===== src/sv/swtd_pkg.sv =====
package swtd_pkg;

	localparam int unsigned DATA_W     = 16;
	localparam int unsigned CFG_W      = 16;
	localparam int unsigned CFG_IDX_W  = 1;
	localparam int unsigned WINDOW_DEF = 16;

	localparam logic [CFG_W-1:0] RUN_MAX        = 16'hFFFF;
	localparam logic [CFG_W-1:0] STABLE_DEV_RST = 16'd1;
	localparam logic [CFG_W-1:0] TREND_LEN_RST  = 16'd10;

	typedef enum logic [CFG_IDX_W-1:0] {
		REG_STABLE_DEV = 1'b0,
		REG_TREND_LEN  = 1'b1
	} cfg_reg_t;

endpackage


===== src/sv/sliding_window_trend_detector.sv =====
// channel   | handshake                 | payload
// ----------+---------------------------+---------------------------------------------
// input     | in_valid / in_stall       | mode, sample
// result    | out_valid / out_stall     | ready_res, minimum, maximum, mean, deviation,
//           |                           | is_stable, is_rising, is_falling
// config    | wr_en                     | wr_index, wr_data
//
// Filling and restart items go straight to the output state. Once the window is full an item
// takes a serial read of every window entry through the single memory read port, a
// reciprocal-multiply divider by WINDOW for the mean, a serial square root, then the
// same divider for the deviation.
// Reset clears pointers, fill count, run counters and held statistics; the window memory
// is not cleared. One item is in work at a time; a new item is taken while a result waits.
module sliding_window_trend_detector #(
	parameter int unsigned WINDOW = swtd_pkg::WINDOW_DEF
) (
	input  logic                          clk,
	input  logic                          arst_n,
	input  logic                          in_valid,
	output logic                          in_stall,
	input  logic                          mode,
	input  logic signed [15:0]            sample,
	output logic                          out_valid,
	input  logic                          out_stall,
	output logic                          ready_res,
	output logic signed [15:0]            minimum,
	output logic signed [15:0]            maximum,
	output logic signed [15:0]            mean,
	output logic [15:0]                   deviation,
	output logic                          is_stable,
	output logic                          is_rising,
	output logic                          is_falling,
	input  logic                          wr_en,
	input  logic [swtd_pkg::CFG_IDX_W-1:0] wr_index,
	input  logic [swtd_pkg::CFG_W-1:0]    wr_data
);

	localparam int unsigned LW   = $clog2(WINDOW);
	localparam int unsigned CW   = $clog2(WINDOW + 1);
	localparam int unsigned SUMW = 17 + LW;
	localparam int unsigned SQW  = 32 + LW;
	localparam int unsigned VW   = 32 + 2 * LW;
	localparam int unsigned RW   = VW / 2;
	localparam int unsigned NN   = WINDOW * WINDOW;
	localparam int unsigned BIAS = WINDOW * 32768;

	typedef enum logic [3:0] {
		ST_IDLE, ST_SCAN, ST_MUL, ST_VAR, ST_MEAN, ST_SQRT, ST_DEV, ST_CLASS, ST_OUT
	} state_t;

	state_t state_q;

	logic [15:0]   stable_dev_q, trend_len_q;
	logic [LW-1:0] wp_q;
	logic [CW-1:0] fill_q;
	logic [15:0]   stable_run_q, rising_run_q, falling_run_q;
	logic signed [15:0] min_q, max_q, mean_q, newest_q, oldest_q;
	logic [15:0]   dev_q;

	// scan pipeline
	logic          rd_busy_q;
	logic [LW-1:0] rd_addr_q;
	logic          v_s1, first_s1, last_s1, old_s1;
	logic          v_s2, first_s2, last_s2, old_s2;
	logic signed [15:0] d_s2;
	logic [31:0]   sq_s2;
	logic signed [SUMW-1:0] sum_q;
	logic [SQW-1:0] sumsq_q;

	logic [2*SUMW-1:0]     sum2_q;
	logic [VW-1:0]         nsq_q, var_q, bound_q;
	logic [31:0]           devsq_q;
	logic signed [SUMW-1:0] oldn_q, newn_q;

	logic          accept, out_free;
	logic [15:0]   rd_data;
	logic signed [SUMW-1:0] mean_sum;

	logic          div_start, div_done, sqrt_start, sqrt_done;
	logic [RW-1:0] div_dividend, div_quo, sqrt_root;

	assign in_stall = (state_q != ST_IDLE);
	assign accept   = in_valid && !in_stall;
	assign out_free = !out_valid || !out_stall;
	assign mean_sum = sum_q + $signed(SUMW'(BIAS));

	swtd_mem #(.DEPTH(WINDOW), .AW(LW)) u_mem (
		.clk     (clk),
		.wr_en   (accept && !mode),
		.wr_addr (wp_q),
		.wr_data (sample),
		.rd_en   (rd_busy_q),
		.rd_addr (rd_addr_q),
		.rd_data (rd_data)
	);

	assign div_start    = (state_q == ST_VAR) || (state_q == ST_SQRT && sqrt_done);
	assign div_dividend = (state_q == ST_VAR) ? mean_sum[RW-1:0] : sqrt_root;
	assign sqrt_start   = (state_q == ST_MEAN) && div_done;

	swtd_div #(.DW(RW), .DIVISOR(WINDOW)) u_div (
		.clk      (clk),
		.arst_n   (arst_n),
		.start    (div_start),
		.dividend (div_dividend),
		.done     (div_done),
		.quotient (div_quo)
	);

	swtd_isqrt #(.VW(VW)) u_sqrt (
		.clk      (clk),
		.arst_n   (arst_n),
		.start    (sqrt_start),
		.radicand (var_q),
		.done     (sqrt_done),
		.root     (sqrt_root)
	);

	always_ff @(posedge clk or negedge arst_n) begin
		if (!arst_n) begin
			stable_dev_q <= swtd_pkg::STABLE_DEV_RST;
			trend_len_q  <= swtd_pkg::TREND_LEN_RST;
		end else if (wr_en) begin
			case (wr_index)
				swtd_pkg::REG_STABLE_DEV: stable_dev_q <= wr_data;
				swtd_pkg::REG_TREND_LEN:  trend_len_q  <= wr_data;
				default: ;
			endcase
		end
	end

	// datapath registers without reset
	always_ff @(posedge clk) begin
		v_s1     <= rd_busy_q;
		first_s1 <= (rd_addr_q == '0);
		last_s1  <= (rd_addr_q == LW'(WINDOW - 1));
		old_s1   <= (rd_addr_q == wp_q);
		first_s2 <= first_s1;
		last_s2  <= last_s1;
		old_s2   <= old_s1;
		d_s2     <= rd_data;
		sq_s2    <= 32'($signed(rd_data) * $signed(rd_data));
		if (accept && !mode) begin
			newest_q <= sample;
		end
		if (v_s2) begin
			if (old_s2) begin
				oldest_q <= d_s2;
			end
			sum_q   <= (first_s2 ? '0 : sum_q) + SUMW'(d_s2);
			sumsq_q <= (first_s2 ? '0 : sumsq_q) + SQW'(sq_s2);
		end
		if (state_q == ST_MUL) begin
			sum2_q  <= (2*SUMW)'(sum_q * sum_q);
			nsq_q   <= VW'(sumsq_q) * VW'(WINDOW);
			devsq_q <= 32'(stable_dev_q) * 32'(stable_dev_q);
			oldn_q  <= SUMW'(oldest_q) * $signed(SUMW'(WINDOW));
			newn_q  <= SUMW'(newest_q) * $signed(SUMW'(WINDOW));
		end
		if (state_q == ST_VAR) begin
			var_q   <= nsq_q - sum2_q[VW-1:0];
			bound_q <= VW'(devsq_q) * VW'(NN);
		end
	end

	always_ff @(posedge clk or negedge arst_n) begin
		if (!arst_n) begin
			state_q       <= ST_IDLE;
			wp_q          <= '0;
			fill_q        <= '0;
			stable_run_q  <= '0;
			rising_run_q  <= '0;
			falling_run_q <= '0;
			min_q         <= '0;
			max_q         <= '0;
			mean_q        <= '0;
			dev_q         <= '0;
			rd_busy_q     <= 1'b0;
			rd_addr_q     <= '0;
			v_s2          <= 1'b0;
			out_valid     <= 1'b0;
			ready_res     <= 1'b0;
			minimum       <= '0;
			maximum       <= '0;
			mean          <= '0;
			deviation     <= '0;
			is_stable     <= 1'b0;
			is_rising     <= 1'b0;
			is_falling    <= 1'b0;
		end else begin
			v_s2 <= v_s1;
			if (out_valid && !out_stall && state_q != ST_OUT) begin
				out_valid <= 1'b0;
			end
			if (rd_busy_q) begin
				rd_addr_q <= rd_addr_q + 1'b1;
				if (rd_addr_q == LW'(WINDOW - 1)) begin
					rd_busy_q <= 1'b0;
				end
			end
			if (v_s2) begin
				min_q <= (first_s2 || d_s2 < min_q) ? d_s2 : min_q;
				max_q <= (first_s2 || d_s2 > max_q) ? d_s2 : max_q;
			end
			case (state_q)
				ST_IDLE: begin
					if (accept) begin
						if (mode) begin
							wp_q          <= '0;
							fill_q        <= '0;
							stable_run_q  <= '0;
							rising_run_q  <= '0;
							falling_run_q <= '0;
							state_q       <= ST_OUT;
						end else begin
							wp_q <= (wp_q == LW'(WINDOW - 1)) ? '0 : wp_q + 1'b1;
							if (fill_q != CW'(WINDOW)) begin
								fill_q <= fill_q + 1'b1;
							end
							if (fill_q >= CW'(WINDOW - 1)) begin
								rd_busy_q <= 1'b1;
								rd_addr_q <= '0;
								state_q   <= ST_SCAN;
							end else begin
								state_q <= ST_OUT;
							end
						end
					end
				end
				ST_SCAN: begin
					if (v_s2 && last_s2) begin
						state_q <= ST_MUL;
					end
				end
				ST_MUL: state_q <= ST_VAR;
				ST_VAR: state_q <= ST_MEAN;
				ST_MEAN: begin
					if (div_done) begin
						// biased quotient: flipping the top bit removes the offset
						mean_q  <= div_quo[15:0] ^ 16'h8000;
						state_q <= ST_SQRT;
					end
				end
				ST_SQRT: begin
					if (sqrt_done) begin
						state_q <= ST_DEV;
					end
				end
				ST_DEV: begin
					if (div_done) begin
						dev_q   <= div_quo[15:0];
						state_q <= ST_CLASS;
					end
				end
				ST_CLASS: begin
					if (var_q < bound_q) begin
						stable_run_q  <= (stable_run_q == swtd_pkg::RUN_MAX) ?
						                 stable_run_q : stable_run_q + 1'b1;
						rising_run_q  <= '0;
						falling_run_q <= '0;
					end else if (oldn_q < sum_q && sum_q < newn_q) begin
						rising_run_q  <= (rising_run_q == swtd_pkg::RUN_MAX) ?
						                 rising_run_q : rising_run_q + 1'b1;
						stable_run_q  <= '0;
						falling_run_q <= '0;
					end else if (newn_q < sum_q && sum_q < oldn_q) begin
						falling_run_q <= (falling_run_q == swtd_pkg::RUN_MAX) ?
						                 falling_run_q : falling_run_q + 1'b1;
						stable_run_q  <= '0;
						rising_run_q  <= '0;
					end else begin
						stable_run_q  <= '0;
						rising_run_q  <= '0;
						falling_run_q <= '0;
					end
					state_q <= ST_OUT;
				end
				ST_OUT: begin
					if (out_free) begin
						out_valid  <= 1'b1;
						ready_res  <= (fill_q == CW'(WINDOW));
						minimum    <= min_q;
						maximum    <= max_q;
						mean       <= mean_q;
						deviation  <= dev_q;
						is_stable  <= (fill_q == CW'(WINDOW)) && (stable_run_q >= trend_len_q);
						is_rising  <= (fill_q == CW'(WINDOW)) && (rising_run_q >= trend_len_q);
						is_falling <= (fill_q == CW'(WINDOW)) && (falling_run_q >= trend_len_q);
						state_q    <= ST_IDLE;
					end
				end
				default: state_q <= ST_IDLE;
			endcase
		end
	end

endmodule


===== src/sv/swtd_mem.sv =====
module swtd_mem #(
	parameter int unsigned DEPTH = swtd_pkg::WINDOW_DEF,
	parameter int unsigned AW    = $clog2(DEPTH)
) (
	input  logic                        clk,
	input  logic                        wr_en,
	input  logic [AW-1:0]               wr_addr,
	input  logic [swtd_pkg::DATA_W-1:0] wr_data,
	input  logic                        rd_en,
	input  logic [AW-1:0]               rd_addr,
	output logic [swtd_pkg::DATA_W-1:0] rd_data
);

	logic [swtd_pkg::DATA_W-1:0] mem [DEPTH];

	always_ff @(posedge clk) begin
		if (wr_en) begin
			mem[wr_addr] <= wr_data;
		end
		if (rd_en) begin
			rd_data <= mem[rd_addr];
		end
	end

endmodule


===== src/sv/swtd_div.sv =====
// Division by a constant through a reciprocal multiply; quotient registered in the cycle after start.
// Exact for every dividend below 2**DW.
module swtd_div #(
	parameter int unsigned DW      = 20,
	parameter int unsigned DIVISOR = swtd_pkg::WINDOW_DEF
) (
	input  logic          clk,
	input  logic          arst_n,
	input  logic          start,
	input  logic [DW-1:0] dividend,
	output logic          done,
	output logic [DW-1:0] quotient
);

	localparam int unsigned SH = DW + $clog2(DIVISOR);
	localparam int unsigned MW = DW + 1;
	localparam longint unsigned RECIP =
		((64'd1 << SH) + 64'(DIVISOR) - 64'd1) / 64'(DIVISOR);

	logic [DW+MW-1:0] prod;

	assign prod = {{MW{1'b0}}, dividend} * {{DW{1'b0}}, MW'(RECIP)};

	always_ff @(posedge clk or negedge arst_n) begin
		if (!arst_n) begin
			done <= 1'b0;
		end else begin
			done <= start;
		end
	end

	always_ff @(posedge clk) begin
		if (start) begin
			quotient <= prod[SH +: DW];
		end
	end

endmodule


===== src/sv/swtd_isqrt.sv =====
// Digit-by-digit integer square root, two radicand bits a cycle.
module swtd_isqrt #(
	parameter int unsigned VW = 40
) (
	input  logic              clk,
	input  logic              arst_n,
	input  logic              start,
	input  logic [VW-1:0]     radicand,
	output logic              done,
	output logic [VW/2-1:0]   root
);

	localparam int unsigned RW    = VW / 2;
	localparam int unsigned CNT_W = $clog2(RW);

	logic             busy_q;
	logic [CNT_W-1:0] cnt_q;
	logic [VW-1:0]    x_q;
	logic [RW+1:0]    rem_q;
	logic [RW+1:0]    rem_sh;
	logic [RW+1:0]    trial;

	assign rem_sh = {rem_q[RW-1:0], x_q[VW-1:VW-2]};
	assign trial  = {root, 2'b01};

	always_ff @(posedge clk or negedge arst_n) begin
		if (!arst_n) begin
			busy_q <= 1'b0;
			done   <= 1'b0;
			cnt_q  <= '0;
		end else begin
			done <= 1'b0;
			if (start) begin
				busy_q <= 1'b1;
				cnt_q  <= '0;
			end else if (busy_q) begin
				cnt_q <= cnt_q + 1'b1;
				if (cnt_q == CNT_W'(RW - 1)) begin
					busy_q <= 1'b0;
					done   <= 1'b1;
				end
			end
		end
	end

	always_ff @(posedge clk) begin
		if (start) begin
			x_q   <= radicand;
			rem_q <= '0;
			root  <= '0;
		end else if (busy_q) begin
			x_q <= {x_q[VW-3:0], 2'b00};
			if (rem_sh >= trial) begin
				rem_q <= rem_sh - trial;
				root  <= {root[RW-2:0], 1'b1};
			end else begin
				rem_q <= rem_sh;
				root  <= {root[RW-2:0], 1'b0};
			end
		end
	end

endmodule


===== config.mk =====
export PLATFORM = sky130hd
export DESIGN_NAME = sliding_window_trend_detector
export DESIGN_NICKNAME = d
export VERILOG_FILES = /design/src/sv/swtd_pkg.sv /design/src/sv/sliding_window_trend_detector.sv /design/src/sv/swtd_mem.sv /design/src/sv/swtd_div.sv /design/src/sv/swtd_isqrt.sv
export SDC_FILE = /design/constraint.sdc
export NUM_CORES = 2
export LEC_CHECK = 0
export ABC_CLOCK_PERIOD_IN_PS = 10600
export BUFFER_PORTS_ARGS = -buffer_cell sky130_fd_sc_hd__buf_2
export CORE_MARGIN = 2
export CORE_UTILIZATION = 50
export CTS_BUF_LIST = sky130_fd_sc_hd__clkbuf_4
export DETAILED_ROUTE_END_ITERATION = 10
export PLACE_DENSITY_LB_ADDON = 0.3
export SLEW_MARGIN = 5
export SYNTH_ARGS = -nofsm -noshare
export SYNTH_HDL_FRONTEND = slang
export SYNTH_SLANG_ARGS = --single-unit

===== constraint.sdc =====
create_clock -name clk -period 10.6 [get_ports clk]
set_input_delay 1.59 -clock clk [delete_from_list [all_inputs] [get_ports clk]]
set_output_delay 1.59 -clock clk [all_outputs]
set_load 0.02 [all_outputs]

==> results.txt <==
* Commonest register cell after synthesis: sky130_fd_sc_hd__edfxtp_1
- After clock tree synthesis, the clock-pin slew on the worst setup and hold paths is ~0.060 ns.
- Largest area contributor in the netlist: sky130_fd_sc_hd__edfxtp_1
- Number of distinct standard cells referenced by the synthesized netlist: 94
* Chip Height: between 300 and 400 um
- Fillers: about 12000
- Final worst path period need: just under 9 ns
- Max-slew headroom: 0.187
- Fraction of final layout cells with drive strength greater than 1: 0.117
- After detailed routing, the number of remaining DRC violations is 0.
- Number of detailed-routing iterations run before antenna repair: 6
* Worst Min Path Start: first_s1
- Final Max Slew Viols: 0
* Cell row count: 140
- Core outline area: around 150000 um^2
- In this run the clock root is driven by a sky130_fd_sc_hd__clkbuf_4.
- Layout net count: approximately 8000
- Run status: complete, no violations
* I/O pin count: 109
* Most common cell in the netlist: sky130_fd_sc_hd__inv_1
* Synth Net Count: between 7000 and 8000
- Hold Path Class: reg2reg
- The count of final hold-check violations is 0.
- Post-CTS Setup Repair Bufs: 0
- Number of vias in the routed layout: between 40000 and 50000
- Initial Utilization: 0.502
* Area contributors post-synth: sky130_fd_sc_hd__edfxtp_1 (26%), sky130_fd_sc_hd__fa_1 (22%), sky130_fd_sc_hd__ha_1 (9.8%)
- Synthesis handed over a netlist of about 6500 instances.
- Per-cell via count in the routed design: between 5 and 6
* Number of global-route vias before repair: around 50000
- Number of hold buffers added after cts: 0
* Pin slew with the least headroom to its limit: 1.22 ns
* Cts bufs inserted: 240
- Resize count post-CTS: 0
* Die Area: 149000 um^2
- Count of port buffers added during placement: between 100 and 150
* Kind of launch point of the worst setup path: register
- Worst Setup End Kind: register
- Number of antenna violations at the first check in global routing: 15
* Total routing resource utilization after global routing: 0.242
- Most common library cells after synthesis: sky130_fd_sc_hd__inv_1 (1203), sky130_fd_sc_hd__fa_1 (811), sky130_fd_sc_hd__edfxtp_1 (624)
- Summing every instance area after synthesis gives around 73000 um^2.
- The Yosys step of the flow raised 0 warnings.
* Maximum clock path buffer count: 3
- The clock reaches the later pin of the worst-skew pair after around 1.2 ns.
* Final ANT Viol Nets: 0
- Routed WL per cell: between 15 and 20 um
- The tool flagged a number of max-cap violations equal to 0.
* Average instance area after synthesis: 11.2 um^2
* Global placer's final weighted congestion: a little over 0.9
- Clock tree from TritonCTS: built
- The first routing iteration left 3316 violations.
* Placed wire-length estimate: 132 mm
- From synthesis to final layout, the design area changed by 8.42%.
* Highest clock frequency the design can meet: approximately 110 MHz
- The most critical setup path has its startpoint at sum_q[10].
- # clock sinks: about 960
* Clock skew: between 0.1 and 0.15 ns
* Worst Path Arrival: roughly 9.7 ns
* First-pass GRT wire length: approximately 280 mm
- Required time at the endpoint of the critical path: 11.53 ns
- Setup violations remaining at the end of the flow were counted as 0.
* CTS H-tree depth: 4
- Setup repair after global routing left no endpoint under its margin.
- For this block, the routed nets add up to roughly 170 mm of wire.
- Of all nets on the critical path, the largest fanout is 18.
- Global routing finished with a remaining overflow of 0.
* Count of flip-flops with a built-in enable after synthesis: 624
- Of the available clock period, the critical path in the final layout requires 0.827.
- Width of the chip: 386 um
- After synthesis the netlist holds a flip-flop and latch count of 957.
* Area share of the largest cell type after synthesis: 0.257
* Share of flip-flops with an asynchronous set or reset after synthesis: 0.251
- Final total negative setup slack: 0 ns
- Fraction of the yosys area taken by sequential cells: 0.365
* Maximum number of pins on one net before global-route repair: approximately 160
* Crit path kind: reg2reg
- R2R Path Start: sum_q[10]
## state kept, by name (all words and copies together), names as in the netlist, 20 cells and up
signal / count
u_mem.mem: 256
sum2_q: 39
u_sqrt.x_q: 39
var_q: 39
nsq_q: 36
sumsq_q: 36
bound_q: 31
devsq_q: 31
sq_s2: 31
sum_q: 21
u_sqrt.rem_q: 20
u_sqrt.root: 20
## stage by stage
step,worst slack (ns),hold WS [ns],utilization,cell area (um^2),cells
2_1_floorplan,3.25,0.310,-,72900,6487
3_3_place_gp,2.17,0.316,0.521,75600,8393
3_5_place_dp,1.94,0.316,0.521,75600,8393
4_1_cts,1.93,0.255,0.544,79000,8841
5_1_grt,1.37,0.306,0.544,79000,8849
6_report,1.83,0.327,0.544,79000,8849
## layout by cell type, fill, tap and decap left out, types with 76 or more instances in the layout
cell type,netlist,final
sky130_fd_sc_hd__inv_1,1203,1203
sky130_fd_sc_hd__fa_1,811,811
sky130_fd_sc_hd__edfxtp_1,624,624
sky130_fd_sc_hd__nand2_1,604,604
sky130_fd_sc_hd__ha_1,568,568
sky130_fd_sc_hd__clkbuf_4,0,382
sky130_fd_sc_hd__nor2_1,342,342
sky130_fd_sc_hd__dfrtp_1,237,233
sky130_fd_sc_hd__o21ai_0,210,210
sky130_fd_sc_hd__a21oi_1,205,205
sky130_fd_sc_hd__xnor2_1,174,174
sky130_fd_sc_hd__and2_1,159,159
sky130_fd_sc_hd__a21o_1,138,138
sky130_fd_sc_hd__mux2_2,108,108
sky130_fd_sc_hd__buf_2,8,107
sky130_fd_sc_hd__dfxtp_1,93,92
sky130_fd_sc_hd__xor2_1,85,85
sky130_fd_sc_hd__mux4_2,80,80
sky130_fd_sc_hd__nor2b_1,76,76
## area by class of cell
type                       instances  area, um^2  area share
antenna                            8        20.0    0.000253
clock buffer                     382        2870      0.0363
clock inverter                    66         484     0.00613
inverter                        1212        4550      0.0576
multi-input combinational       4144       41100       0.520
sequential                       957       26600       0.337
tap                             1917        2400      0.0304
timing repair buffer             163         976      0.0124
## routing by layer
metal  up-vias  GRT usage  share of wire
li1      21913          -              -
met1     24046      0.319           0.42
met2      1453      0.398           0.48
met3       320     0.0417          0.061
met4        12     0.0991          0.040
met5         -          0        0.00040
## final timing paths
kind / endpoint / slack, ns / depth (start not counted)
max: sum2_q[38] / 1.83 / 24
min: first_s2 / 0.33 / 0
max reg2reg: sum2_q[38] / 1.83 / 24
min reg2reg: first_s2 / 0.33 / 0
max in group asynchronous: maximum[10] / 8.80 / 2
min in group asynchronous: trend_len_q[4] / 0.37 / 1
## worst max-delay path, cell delays in order, from the launching register on
cell,delay (ns)
sky130_fd_sc_hd__edfxtp_1,0.94
sky130_fd_sc_hd__clkinv_1,0.64
sky130_fd_sc_hd__nor2_1,0.39
sky130_fd_sc_hd__fa_1,0.47
sky130_fd_sc_hd__inv_1,0.09
sky130_fd_sc_hd__fa_1,0.43
sky130_fd_sc_hd__fa_1,0.50
sky130_fd_sc_hd__fa_1,0.54
sky130_fd_sc_hd__inv_1,0.04
sky130_fd_sc_hd__fa_1,0.44
sky130_fd_sc_hd__fa_1,0.49
sky130_fd_sc_hd__inv_1,0.05
sky130_fd_sc_hd__fa_1,0.47
sky130_fd_sc_hd__inv_1,0.04
sky130_fd_sc_hd__ha_1,0.34
sky130_fd_sc_hd__a21oi_1,0.15
sky130_fd_sc_hd__a21boi_0,0.13
sky130_fd_sc_hd__o311ai_0,0.35
sky130_fd_sc_hd__o211a_1,0.27
sky130_fd_sc_hd__a21oi_1,0.20
sky130_fd_sc_hd__a2111oi_0,0.80
sky130_fd_sc_hd__o21bai_1,0.16
sky130_fd_sc_hd__a21oi_1,0.25
sky130_fd_sc_hd__o21ai_0,0.15
sky130_fd_sc_hd__xor2_1,0.16
## cell families after synthesis
| kind of cell | share of synthesized area |
|---|---|
| XOR/XNOR | 0.0311 |
| AND/OR/NAND/NOR | 0.0947 |
| buffers and inverters | 0.0716 |
| adder cells (fa/ha/maj) | 0.320 |
| flip-flops | 0.365 |
| multiplexers | 0.0458 |
| AO/OA/AOI/OAI | 0.0711 |
Power is not shown: default switching activity piles up to over one toggle a cycle in this logic, so the estimate is an artifact.
